File: config.mk
export PLATFORM = sky130hd
export DESIGN_NAME = alarm_priority_table
export DESIGN_NICKNAME = d
export VERILOG_FILES = /design/src/apt_pkg.sv /design/src/alarm_priority_table.sv /design/src/apt_table.sv /design/src/apt_rank.sv
export SDC_FILE = /design/constraint.sdc
export NUM_CORES = 1
export LEC_CHECK = 0
export ABC_AREA = 1
export BUFFER_PORTS_ARGS = -buffer_cell sky130_fd_sc_hd__buf_2
export CORE_UTILIZATION = 55
export DETAILED_ROUTE_END_ITERATION = 7
export PLACE_DENSITY = 0.72
export SLEW_MARGIN = 5
export SYNTH_ARGS = -nofsm -noshare
export SYNTH_HDL_FRONTEND = slang
export SYNTH_SLANG_ARGS = --single-unit
File: constraint.sdc
create_clock -name i_clk -period 6.45 [get_ports i_clk]
set_input_delay 1.29 -clock i_clk [delete_from_list [all_inputs] [get_ports i_clk]]
set_output_delay 1.29 -clock i_clk [all_outputs]
set_load 0.005 [all_outputs]
File: src/apt_pkg.sv
`default_nettype none
// ============================================================================
// apt_pkg: shared types and codes for the alarm priority table
// Holds the table entry layout, the status, command and result codes.
// ============================================================================
package apt_pkg;

    // One table entry as it sits in the entry memory.
    typedef struct packed {
        logic [7:0] id;
        logic [1:0] status;
        logic [1:0] prio;
    } t_entry;

    // Alarm status codes.
    localparam logic [1:0] ST_INACTIVE = 2'd0;
    localparam logic [1:0] ST_PAUSED   = 2'd1;
    localparam logic [1:0] ST_WAITING  = 2'd2;
    localparam logic [1:0] ST_ACTIVE   = 2'd3;

    // Command codes.
    localparam logic [1:0] FN_UPDATE = 2'd0;
    localparam logic [1:0] FN_ARB    = 2'd1;
    localparam logic [1:0] FN_READ   = 2'd2;
    localparam logic [1:0] FN_NOP    = 2'd3;

    // Result codes.
    localparam logic [2:0] RC_OK          = 3'd0;
    localparam logic [2:0] RC_EMPTY       = 3'd1;
    localparam logic [2:0] RC_NOT_FOUND   = 3'd2;
    localparam logic [2:0] RC_BAD_INDEX   = 3'd3;
    localparam logic [2:0] RC_FULL        = 3'd4;
    localparam logic [2:0] RC_NONE_ACTIVE = 3'd5;

endpackage
`default_nettype wire

File: src/alarm_priority_table.sv
`default_nettype none
// ============================================================================
// alarm_priority_table: ordered table of alarms with arbitration
// Update, remove, arbitrate and read commands over a table of unique ids.
// ============================================================================
// Usage notes.
// The input channel (i_in_valid / o_in_stall) carries one command word:
// update or remove an alarm, arbitrate, read an entry, or no operation.
// The output channel (o_out_valid / i_out_stall) returns exactly one result
// word per command, in command order.
// The table lives in a single-port-read, single-port-write memory, and one
// sequencer walks it one entry per cycle with a single compare unit. Every
// command ends with a scan for the lowest active entry. Arbitration is the
// longest command (rank scan, demote scan, active scan); updates and removals,
// shift-down included, walk the table fewer times. The result word becomes
// valid in the same cycle as the block can take its next command.
// The block takes one command at a time: o_in_stall is high from the cycle
// after acceptance until the result is loaded into the output register.
// A finished result waits in that register while the next command may
// already be accepted; a held result blocks only the completion of the next.
// Reset empties the table at once (the count goes to zero); no clearing
// pass is needed, since entries at or beyond the count are never read.
// ============================================================================
module alarm_priority_table #(
    parameter int LIST_DEPTH = 16
) (
    input  wire logic        i_clk,
    input  wire logic        i_rst_n,
    // command channel
    input  wire logic        i_in_valid,
    output logic             o_in_stall,
    input  wire logic [1:0]  i_func,
    input  wire logic [7:0]  i_alarm_id,
    input  wire logic [1:0]  i_new_status,
    input  wire logic [1:0]  i_new_priority,
    input  wire logic [3:0]  i_read_index,
    // result channel
    output logic             o_out_valid,
    input  wire logic        i_out_stall,
    output logic [2:0]       o_result_code,
    output logic [4:0]       o_entry_count,
    output logic             o_active_found,
    output logic [3:0]       o_active_index,
    output logic [7:0]       o_read_id,
    output logic [1:0]       o_read_status,
    output logic [1:0]       o_read_priority,
    output logic             o_log_valid,
    output logic [7:0]       o_log_id,
    output logic [1:0]       o_log_status,
    output logic [1:0]       o_log_priority
);
    import apt_pkg::*;

    // Count width holds 0..LIST_DEPTH, index width addresses the memory.
    localparam int CW   = $clog2(LIST_DEPTH + 1);
    localparam int IW   = (LIST_DEPTH > 1) ? $clog2(LIST_DEPTH) : 1;
    localparam int CMPW = (CW > 4) ? CW : 4;

    typedef enum logic [2:0] {
        S_IDLE = 3'b001,
        S_SCAN = 3'b010,
        S_POST = 3'b100
    } t_state;

    // What the current memory walk is doing.
    typedef enum logic [5:0] {
        M_FIND   = 6'b000001,
        M_SHIFT  = 6'b000010,
        M_ARB    = 6'b000100,
        M_DEMOTE = 6'b001000,
        M_READ   = 6'b010000,
        M_ACT    = 6'b100000
    } t_mode;

    t_state r_state, n_state;
    t_mode  r_mode,  n_mode;

    logic [CW-1:0] r_ptr,    n_ptr;
    logic          r_rd_vld, n_rd_vld;
    logic [IW-1:0] r_ridx,   n_ridx;
    logic [CW-1:0] r_cnt,    n_cnt;

    // command held for the duration of the walk
    logic [7:0]    r_id,     n_id;
    logic [1:0]    r_st,     n_st;
    logic [1:0]    r_pr,     n_pr;
    logic          r_remove, n_remove;

    // result under construction
    logic [2:0]    r_rc,  n_rc;
    logic [7:0]    r_rid, n_rid;
    logic [1:0]    r_rst, n_rst;
    logic [1:0]    r_rpr, n_rpr;
    logic          r_lv,  n_lv;
    logic [7:0]    r_lid, n_lid;
    logic [1:0]    r_lst, n_lst;
    logic [1:0]    r_lpr, n_lpr;
    logic          r_af,  n_af;
    logic [IW-1:0] r_ai,  n_ai;

    // arbitration best-so-far
    logic          r_have, n_have;
    logic [IW-1:0] r_best, n_best;
    logic [1:0]    r_bs,   n_bs;
    logic [1:0]    r_bp,   n_bp;

    // memory port
    logic          w_we;
    logic [IW-1:0] w_waddr;
    t_entry        w_wdata;
    t_entry        w_rdata;

    logic w_accept;
    logic w_issue;
    logic w_scan_end;
    logic w_better;
    logic w_out_free;
    logic w_go_act;
    logic w_go_post;

    apt_table #(
        .DEPTH (LIST_DEPTH),
        .AW    (IW)
    ) u_table (
        .i_clk   (i_clk),
        .i_we    (w_we),
        .i_waddr (w_waddr),
        .i_wdata (w_wdata),
        .i_raddr (r_ptr[IW-1:0]),
        .o_rdata (w_rdata)
    );

    apt_rank u_rank (
        .i_cand        (w_rdata),
        .i_have        (r_have),
        .i_best_status (r_bs),
        .i_best_prio   (r_bp),
        .o_better      (w_better)
    );

    assign o_in_stall = (r_state != S_IDLE);
    assign w_accept   = i_in_valid && (r_state == S_IDLE);
    assign w_out_free = !o_out_valid || !i_out_stall;

    // A read is issued at r_ptr while entries remain; its data comes back
    // in the following cycle, tagged with r_ridx.
    assign w_issue    = (r_ptr < r_cnt);
    assign w_scan_end = !w_issue && !r_rd_vld;

    always_comb begin
        n_state  = r_state;
        n_mode   = r_mode;
        n_ptr    = r_ptr;
        n_rd_vld = 1'b0;
        n_ridx   = r_ridx;
        n_cnt    = r_cnt;
        n_id     = r_id;
        n_st     = r_st;
        n_pr     = r_pr;
        n_remove = r_remove;
        n_rc     = r_rc;
        n_rid    = r_rid;
        n_rst    = r_rst;
        n_rpr    = r_rpr;
        n_lv     = r_lv;
        n_lid    = r_lid;
        n_lst    = r_lst;
        n_lpr    = r_lpr;
        n_af     = r_af;
        n_ai     = r_ai;
        n_have   = r_have;
        n_best   = r_best;
        n_bs     = r_bs;
        n_bp     = r_bp;
        w_we     = 1'b0;
        w_waddr  = r_ridx;
        w_wdata  = w_rdata;
        w_go_act  = 1'b0;
        w_go_post = 1'b0;

        unique case (r_state)
            S_IDLE: begin
                if (w_accept) begin
                    n_state  = S_SCAN;
                    n_id     = i_alarm_id;
                    n_pr     = i_new_priority;
                    n_st     = (i_new_status == ST_ACTIVE) ? ST_WAITING : i_new_status;
                    n_remove = (i_new_status == ST_INACTIVE);
                    n_rc     = RC_OK;
                    n_rid    = '0;
                    n_rst    = '0;
                    n_rpr    = '0;
                    n_lv     = 1'b0;
                    n_lid    = '0;
                    n_lst    = '0;
                    n_lpr    = '0;
                    n_have   = 1'b0;
                    n_ptr    = '0;
                    case (i_func)
                        FN_UPDATE: begin
                            if (i_new_status == ST_INACTIVE) begin
                                // A removal is logged whether or not it hits.
                                n_lv  = 1'b1;
                                n_lid = i_alarm_id;
                                n_lst = ST_INACTIVE;
                                n_lpr = i_new_priority;
                            end
                            if ((i_new_status == ST_INACTIVE) && (r_cnt == '0)) begin
                                n_rc     = RC_EMPTY;
                                w_go_act = 1'b1;
                            end else begin
                                n_mode = M_FIND;
                            end
                        end
                        FN_ARB: begin
                            if (r_cnt == '0) begin
                                n_rc     = RC_EMPTY;
                                w_go_act = 1'b1;
                            end else begin
                                n_mode = M_ARB;
                            end
                        end
                        FN_READ: begin
                            if (CMPW'(i_read_index) >= CMPW'(r_cnt)) begin
                                n_rc     = RC_BAD_INDEX;
                                w_go_act = 1'b1;
                            end else begin
                                n_mode = M_READ;
                                n_ptr  = CW'(i_read_index);
                            end
                        end
                        default: begin
                            w_go_act = 1'b1;
                        end
                    endcase
                end
            end

            S_SCAN: begin
                if (w_issue) begin
                    n_ptr    = r_ptr + 1'b1;
                    n_rd_vld = 1'b1;
                    n_ridx   = r_ptr[IW-1:0];
                end
                unique case (r_mode)
                    M_FIND: begin
                        if (r_rd_vld && (w_rdata.id == r_id)) begin
                            if (r_remove) begin
                                // Pull every later entry down by one.
                                n_mode   = M_SHIFT;
                                n_ptr    = CW'(r_ridx) + 1'b1;
                                n_rd_vld = 1'b0;
                            end else begin
                                w_we    = 1'b1;
                                w_waddr = r_ridx;
                                w_wdata = '{id: r_id, status: r_st, prio: r_pr};
                                if (w_rdata.status != r_st) begin
                                    n_lv  = 1'b1;
                                    n_lid = r_id;
                                    n_lst = r_st;
                                    n_lpr = r_pr;
                                end
                                w_go_act = 1'b1;
                            end
                        end else if (w_scan_end) begin
                            if (r_remove) begin
                                n_rc = RC_NOT_FOUND;
                            end else if (r_cnt < CW'(LIST_DEPTH)) begin
                                w_we    = 1'b1;
                                w_waddr = r_cnt[IW-1:0];
                                w_wdata = '{id: r_id, status: r_st, prio: r_pr};
                                n_cnt   = r_cnt + 1'b1;
                                n_lv    = 1'b1;
                                n_lid   = r_id;
                                n_lst   = r_st;
                                n_lpr   = r_pr;
                            end else begin
                                n_rc = RC_FULL;
                            end
                            w_go_act = 1'b1;
                        end
                    end
                    M_SHIFT: begin
                        if (r_rd_vld) begin
                            w_we    = 1'b1;
                            w_waddr = r_ridx - 1'b1;
                            w_wdata = w_rdata;
                        end
                        if (w_scan_end) begin
                            n_cnt    = r_cnt - 1'b1;
                            w_go_act = 1'b1;
                        end
                    end
                    M_ARB: begin
                        if (r_rd_vld && w_better) begin
                            n_have = 1'b1;
                            n_best = r_ridx;
                            n_bs   = w_rdata.status;
                            n_bp   = w_rdata.prio;
                        end
                        if (w_scan_end) begin
                            if (r_have) begin
                                n_mode   = M_DEMOTE;
                                n_ptr    = '0;
                                n_rd_vld = 1'b0;
                            end else begin
                                n_rc     = RC_NONE_ACTIVE;
                                w_go_act = 1'b1;
                            end
                        end
                    end
                    M_DEMOTE: begin
                        // The winner becomes active, every other active waits.
                        if (r_rd_vld) begin
                            w_we    = 1'b1;
                            w_waddr = r_ridx;
                            w_wdata = w_rdata;
                            if (r_ridx == r_best) begin
                                w_wdata.status = ST_ACTIVE;
                            end else if (w_rdata.status == ST_ACTIVE) begin
                                w_wdata.status = ST_WAITING;
                            end
                        end
                        if (w_scan_end) begin
                            w_go_act = 1'b1;
                        end
                    end
                    M_READ: begin
                        if (r_rd_vld) begin
                            n_rid    = w_rdata.id;
                            n_rst    = w_rdata.status;
                            n_rpr    = w_rdata.prio;
                            w_go_act = 1'b1;
                        end else if (w_scan_end) begin
                            w_go_act = 1'b1;
                        end
                    end
                    M_ACT: begin
                        if (r_rd_vld && (w_rdata.status == ST_ACTIVE)) begin
                            n_af      = 1'b1;
                            n_ai      = r_ridx;
                            w_go_post = 1'b1;
                        end else if (w_scan_end) begin
                            w_go_post = 1'b1;
                        end
                    end
                    default: begin
                        w_go_post = 1'b1;
                    end
                endcase
            end

            S_POST: begin
                if (w_out_free) begin
                    n_state = S_IDLE;
                end
            end

            default: begin
                n_state = S_IDLE;
            end
        endcase

        // Every command closes with a walk for the lowest active entry.
        if (w_go_act) begin
            n_mode   = M_ACT;
            n_ptr    = '0;
            n_rd_vld = 1'b0;
            n_af     = 1'b0;
            n_ai     = '0;
        end
        if (w_go_post) begin
            n_state  = S_POST;
            n_rd_vld = 1'b0;
        end
    end

    always_ff @(posedge i_clk) begin
        if (!i_rst_n) begin
            r_state     <= S_IDLE;
            r_mode      <= M_ACT;
            r_ptr       <= '0;
            r_rd_vld    <= 1'b0;
            r_cnt       <= '0;
            o_out_valid <= 1'b0;
        end else begin
            r_state  <= n_state;
            r_mode   <= n_mode;
            r_ptr    <= n_ptr;
            r_rd_vld <= n_rd_vld;
            r_cnt    <= n_cnt;
            if ((r_state == S_POST) && w_out_free) begin
                o_out_valid <= 1'b1;
            end else if (!i_out_stall) begin
                o_out_valid <= 1'b0;
            end
        end
    end

    always_ff @(posedge i_clk) begin
        r_ridx   <= n_ridx;
        r_id     <= n_id;
        r_st     <= n_st;
        r_pr     <= n_pr;
        r_remove <= n_remove;
        r_rc     <= n_rc;
        r_rid    <= n_rid;
        r_rst    <= n_rst;
        r_rpr    <= n_rpr;
        r_lv     <= n_lv;
        r_lid    <= n_lid;
        r_lst    <= n_lst;
        r_lpr    <= n_lpr;
        r_af     <= n_af;
        r_ai     <= n_ai;
        r_have   <= n_have;
        r_best   <= n_best;
        r_bs     <= n_bs;
        r_bp     <= n_bp;
    end

    // Output word register, loaded once the result is complete and the
    // previous word has been taken.
    always_ff @(posedge i_clk) begin
        if ((r_state == S_POST) && w_out_free) begin
            o_result_code   <= r_rc;
            o_entry_count   <= 5'(r_cnt);
            o_active_found  <= r_af;
            o_active_index  <= 4'(r_ai);
            o_read_id       <= r_rid;
            o_read_status   <= r_rst;
            o_read_priority <= r_rpr;
            o_log_valid     <= r_lv;
            o_log_id        <= r_lid;
            o_log_status    <= r_lst;
            o_log_priority  <= r_lpr;
        end
    end

endmodule
`default_nettype wire

File: src/apt_table.sv
`default_nettype none
// ============================================================================
// apt_table: entry memory of the alarm priority table
// One write port and one read port with registered read data.
// ============================================================================
module apt_table #(
    parameter int DEPTH = 16,
    parameter int AW    = 4
) (
    input  wire logic            i_clk,
    input  wire logic            i_we,
    input  wire logic [AW-1:0]   i_waddr,
    input  wire apt_pkg::t_entry i_wdata,
    input  wire logic [AW-1:0]   i_raddr,
    output apt_pkg::t_entry      o_rdata
);
    import apt_pkg::*;

    t_entry r_mem [DEPTH];

    always_ff @(posedge i_clk) begin
        if (i_we) begin
            r_mem[i_waddr] <= i_wdata;
        end
    end

    always_ff @(posedge i_clk) begin
        o_rdata <= r_mem[i_raddr];
    end

endmodule
`default_nettype wire

File: src/apt_rank.sv
`default_nettype none
// ============================================================================
// apt_rank: arbitration compare unit
// Tells whether a candidate entry beats the best entry found so far.
// ============================================================================
module apt_rank (
    input  wire apt_pkg::t_entry i_cand,
    input  wire logic         i_have,
    input  wire logic [1:0]   i_best_status,
    input  wire logic [1:0]   i_best_prio,
    output logic              o_better
);
    import apt_pkg::*;

    logic w_elig;

    // Only active or waiting entries compete. Strict compares keep the
    // earlier entry on a full tie.
    assign w_elig   = (i_cand.status == ST_ACTIVE) || (i_cand.status == ST_WAITING);
    assign o_better = w_elig && (!i_have || (i_cand.prio > i_best_prio) ||
                      ((i_cand.prio == i_best_prio) && (i_cand.status > i_best_status)));

endmodule
`default_nettype wire

==> Word level (Yosys, flattened, before mapping) <==
Memory sizes are Yosys's and may differ from the RTL's. A register that Yosys moved wholly into a read port is not among the register bits.
Index checks and enable logic that the tools add are counted.
{ "op_classes": {"shifts": 0, "n_bitwise": 2, "magnitude_cmp": 5, "n_reduce_logical": 41, "n_eq_ne": 53, "n_div": 0, "muxes": 150, "add_sub_neg": 5, "n_mul": 0} }
{ "op_table": {"columns": ["cell", "count"], "rows": [
  ["two-way mux 8 bit", 13],
  ["two-way mux 12 bit", 6],
  ["two-way mux 5 bit", 11],
  ["!= test 3 bit (second input constant)", 17],
  ["two-way mux 2 bit", 25],
  ["two-way mux 6 bit", 8],
  ["two-way mux 1 bit", 42],
  ["two-way mux 4 bit", 9],
  ["one-hot mux 8 bit (2 select lines)", 2],
  ["two-way mux 3 bit", 10],
  ["one-hot mux 5 bit (2 select lines)", 3],
  ["one-hot mux 12 bit (2 select lines)", 1],
  ["one-hot mux 6 bit (2 select lines)", 2],
  ["!= test 2 bit (second input constant)", 10],
  ["one-hot mux 6 bit (3 select lines)", 1],
  ["one-hot mux 2 bit (2 select lines)", 4],
  ["AND reduction 8 bit", 2],
  ["one-hot mux 1 bit (2 select lines)", 6],
  ["one-hot mux 3 bit (2 select lines)", 2],
  ["AND reduction 3 bit", 4],
  ["AND reduction 11 bit", 1],
  ["adder 5 x 1 -> 5 bit (second input constant)", 2],
  ["logical AND 1 bit", 9],
  ["one-hot mux 3 bit (3 select lines)", 1],
  ["other kinds (42)", 65]
]} }
{ "totals": {"memories": 1, "word_cells": 294, "ff_bits": 118, "input_bits": 22, "output_inout_bits": 40, "romBits": 0, "latch_bits": 0, "ram_bits": 192} }
{ "mem_list": {"columns": ["name", "depth", "word_bits", "read_ports", "rd_clocked_by_memory_dff", "wr", "line", "rtl"], "rows": [
  ["u_table.r_mem", 16, 12, 1, 1, 1, "apt_table.sv:19", "t_entry r_mem [DEPTH];"]
]} }

==> Depth between registers and ports, before layout <==
{ "logic_depth": {"depth_word": 9, "depth_mapped": 16, "depth_no_buf": 15} }

==> Hierarchy <==
Synthesis repeated with hierarchy kept, for this count alone.
{ "unflattened": {"cells_unflattened": 1489, "hier_area_um2": 14776.7} }
{ "modules_own_cells": {"columns": ["module", "area_each_um2", "instances", "seq_area_each_um2", "cells_each"], "rows": [
  ["apt_table", 8562.0, 1, 6005.8, 813],
  ["alarm_priority_table", 6090.8, 1, 3283.1, 653],
  ["apt_rank", 123.9, 1, 0.0, 23]
]} }

==> Least setup slack after synthesis <==
Ideal clock, no wire load.
{ "synth_path": {"kind": "input to register", "startpoint": "input port i_out_stall", "endpoint": "register o_active_found, enable pin", "cell_stages": 3, "setup_ps": 433, "path_buffers": 0, "slack_ps": 3002, "required_time_ps": 6017, "t_arrival_ps": 3015, "path_cell_list": "nand2_1 > inv_1 > nor2_1"} }
{ "synth_via": {"elab_chain_len": 3} }
{ "synth_lines": {"columns": ["item", "line", "rtl"], "rows": [
  ["from (decl)", "alarm_priority_table.sv:39", "input wire logic i_out_stall,"],
  ["zero test 1 bit", null, null],
  ["logical OR 1 bit", "alarm_priority_table.sv:143", "assign w_out_free = !o_out_valid || !i_out_stall;"],
  ["logical AND 1 bit", "alarm_priority_table.sv:425", "if ((r_state == S_POST) && w_out_free) begin"],
  ["to (signal assigned)", "alarm_priority_table.sv:428", "o_active_found <= r_af;"],
  ["to (decl)", "alarm_priority_table.sv:42", "output logic o_active_found,"]
]} }
No other way between the ends.
A chain may end at the register's enable or synchronous reset.

==> Final worst setup path <==
{ "layout_path": {"startpoint": "register r_ptr[0]", "endpoint": "memory u_table.r_mem[13][0] (netlist name), enable pin"} }
{ "layout_via": {"elab_chain_len": 9, "word_cells_on_any_way": 13, "classes_between": "order compare: 1; mux: 10; reduce/logical: 2"} }
{ "layout_lines": {"columns": ["item", "line", "rtl"], "rows": [
  ["from (decl)", "alarm_priority_table.sv:78", "logic [CW-1:0] r_ptr, n_ptr;"],
  ["from (signal assigned)", "alarm_priority_table.sv:389", "r_ptr <= n_ptr;"],
  ["less-than comparator 5 bit (*)", "alarm_priority_table.sv:147", "assign w_issue = (r_ptr < r_cnt);"],
  ["zero test 1 bit (*)", "alarm_priority_table.sv:148", "assign w_scan_end = !w_issue && !r_rd_vld;"],
  ["logical AND 1 bit (*)", "alarm_priority_table.sv:148", null],
  ["two-way mux 1 bit", "alarm_priority_table.sv:265", "end else if (w_scan_end) begin"],
  ["two-way mux 1 bit", "alarm_priority_table.sv:247", "if (r_rd_vld && (w_rdata.id == r_id)) begin"],
  ["one-hot mux 1 bit (2 select lines)", "alarm_priority_table.sv:245", "unique case (r_mode)"],
  ["two-way mux 1 bit", "alarm_priority_table.sv:181", "unique case (r_state)"],
  ["two-way mux 1 bit", "apt_table.sv:22", "if (i_we) begin"],
  ["two-way mux 1 bit (not written as such)", "apt_table.sv:23", "r_mem[i_waddr] <= i_wdata;"],
  ["to (decl)", "apt_table.sv:19", null]
]} }
Every way passes the cells marked *; elsewhere a longest branch is shown, timed or not.

==> results.cfg <==
[pwr]
p_clk_frac = 0.430
power_mw = 4.33
comb_power_share = 0.037
net-switching-power_mw = 0.914
powerDensity_nw_per_um2 = 276
swShare = 0.211
power_leakage_nw = 5.72
p_int_mw = 3.41
power_frac_seq = 0.533
vdd_drop_max_uv = 208

[die]
pin_count = 62
die_area_um2 = 26200
die_h_um = 162
placementRows = 58
start_util = 0.559
core_area_um2 = 25100
die_x_um = 162

[timing]
tns_ns = 0
period_needed_ns = 4.03
relSlewSlack = 0.166
rsz0062_at_grt = no
max_freq_mhz = 248
tightest_slew_ns = 1.24
hold_viol = 0
setup_viol = 0
final_max_slew_viol_count = 0
min_period_over_period = 0.624
finClkSkew_ns = 0.0151

[clock_network]
htree_levels = 2
cts_tree = done
postCtsSetupBuffers = 0
clock_sinks = 322
cts_resized = 0
numCtsBuffers = 34
cts_hold_buf = 0
cts_buffer_depth = 3
insertion_delay_ns = 0.52
root_buffer = clkbuf_16
clkTransAtPathRegs_ns = 0.06

[yosys]
yosysTopAreaCell = edfxtp_1
ys.flop_type = edfxtp_1
yosysUniqueCellTypes = 49
post-synth-top-count-cell = edfxtp_1
synth_common_cells = edfxtp_1, nand2_1, nor2_1
synth_top_area_frac = 0.607
synthArstFlopShare = 0
netlist_top_cells_area = edfxtp_1, dfxtp_1, o21ai_0, nand2_1, nor2_1
netlist_instances = 1241
ys_seq_area_frac = 0.661
syn-mean-instance-area_um2 = 11.3
yosys_warnings = 0
syn-cell-area_um2 = 14000
syn-num-nets = 1286
synth_seq_cells = 322
synth_edf_count = 284

[cells_and_area]
drive_gt1_frac = 0.150
fillerInstances = 2012
antenna_cells = 0
syn2layout_area_growth_pct = 11.6
nNetsFinal = 1339

[drt]
drt_iter0_markers = 976
drt-wirelength-per-cell_um = 20.3
antenna_left = 0
num_vias = 9693
drc = 0
routed_wl_um = 33400
viasPerCell = 5.89
first_pass_iters = 5

[min_path]
hp-class = reg2reg
hold_depth = 0
worst_hold_path.endpoint = o_read_status[0]
min-delay-start = r_rst[0]

[placement]
routabilityCongestion = 0.919
dp_hpwl_um = 21800
port_buffers = 61

[outcome]
status = finished, final reports clean

[worst_setup_path]
cp_cell_sequence = buf_4 -> inv_6 -> nand2_2 -> nand2_2 -> nand3_4 -> nand2_4 -> nor2_2 -> nand3_1 -> nand2_1 -> nand2_1 -> nand2_2 -> nand3_1 -> nor2_1
rrSetupSlack_ns = 2.42
critical_path_class = reg2reg
r2r-end = u_table.r_mem[13][0]
r2r-start = r_ptr[0]
required_ns = 6.58
cp.arrival_ns = 4.16
cpPeakStageDelay_ns = 0.83
path_common_cell = nand2_2
worstRegToRegCells = 13
startpoint_type = flip-flop
crit_fanout = 101
cp-end-kind = flip-flop
cp_slowest_cell = nor2_1

[grt]
first_global_vias = 9149
grtUsageTotal = 0.261
antenna_found_initial = 0
grt_remaining_overflow = 0
grt_max_degree = 102
grt_pass1_wl_um = 52100

[flow_run]
maxCapViolCount = 0
cell usage in the layout, fill, tap and decap left out, types with 14 or more instances in the layout:
cell,n
a21oi_1,32
buf_2,61
clkbuf_16,35
dfxtp_1,37
edfxtp_1,284
ha_1,22
inv_1,87
nand2_1,167
nand2_2,15
nand3_1,53
nor2_1,163
nor3_1,14
o211ai_1,16
o21ai_0,141
o221ai_1,38
power groups by stage:
| stage | sequential (mW) | clock (mW) | combinational [mW] |
|---|---|---|---|
| detailed placement | 2.35 | 0 | 0.160 |
| finish | 2.30 | 1.86 | 0.162 |
| floorplan | 2.34 | 0 | 0.106 |
| global placement | 2.35 | 0 | 0.156 |
| global route | 2.31 | 1.97 | 0.178 |
| CTS | 2.30 | 1.89 | 0.161 |
state kept, by name, summed over array words and instances (netlist names), 5 cells and up:
signal / cells
o_entry_count: 5
r_lid: 8
u_table.o_rdata: 12
o_log_id: 8
u_table.r_mem: 192
r_rid: 8
r_ptr: 5
r_cnt: 5
r_mode: 6
o_read_id: 8
r_id: 8
cells by family after synthesis:
logic type	Yosys count	synth area share
simple gates	457	0.146
xor+xnor	12	0.00748
compound gates	272	0.119
flops	322	0.661
buf+inv	155	0.0448
fa+ha+maj	23	0.0210
how the worst max path moves through the flow:
stage | start | endpoint | slack, ns | cells past startpoint
after detailed placement | r_ptr[0] | u_table.r_mem[15][7] | 2.46 | 13
after global routing | r_ptr[0] | u_table.r_mem[13][10] | 2.07 | 13
final | r_ptr[0] | u_table.r_mem[13][0] | 2.42 | 13
after global placement | r_ptr[0] | u_table.r_mem[8][7] | 2.55 | 13
after floorplan | i_out_stall | o_active_found | 3.00 | 3
after CTS | r_ptr[0] | u_table.r_mem[13][6] | 2.41 | 13
worst max-delay path: cells and delay by family (launching register included):
family                 cells  cell delay [ns]
and+or+nand+nor           11             2.09
buffers and inverters      2             1.19
DFF                        1             0.31
layout make-up:
class / count / area (µm²) / share of cell area
clock inverters: 15 / 145 / 0.00926
clock buffers: 44 / 910 / 0.0580
flip-flops and latches: 322 / 9290 / 0.592
multi-input cells: 764 / 4140 / 0.264
repair buffers: 72 / 388 / 0.0247
well taps: 330 / 413 / 0.0263
inverters: 100 / 390 / 0.0249
metrics by stage:
step           instance area, µm²  hold WS [ns]  utilization  setup WS [ns]  cells
2_1_floorplan               14000         0.400            -           3.00   1241
3_3_place_gp                14600         0.402        0.582           2.55   1588
3_5_place_dp                14600         0.405        0.582           2.46   1588
4_1_cts                     15700         0.419        0.624           2.41   1647
5_1_grt                     15700         0.426        0.624           2.07   1647
6_report                    15700         0.417        0.624           2.42   1647
per-layer routing:
| layer | share of wire | vias up | routed length [µm] | GRT usage |
|---|---|---|---|---|
| met3 | 0.082 | 91 | 2740 | 0.0480 |
| met4 | 0.041 | 0 | 1360 | 0.111 |
| met5 | 0 | - | 0 | 0 |
| met1 | 0.43 | 4642 | 14200 | 0.368 |
| met2 | 0.45 | 446 | 15100 | 0.399 |
| li1 | - | 4514 | - | - |
Power figures use the tool's default switching activity.
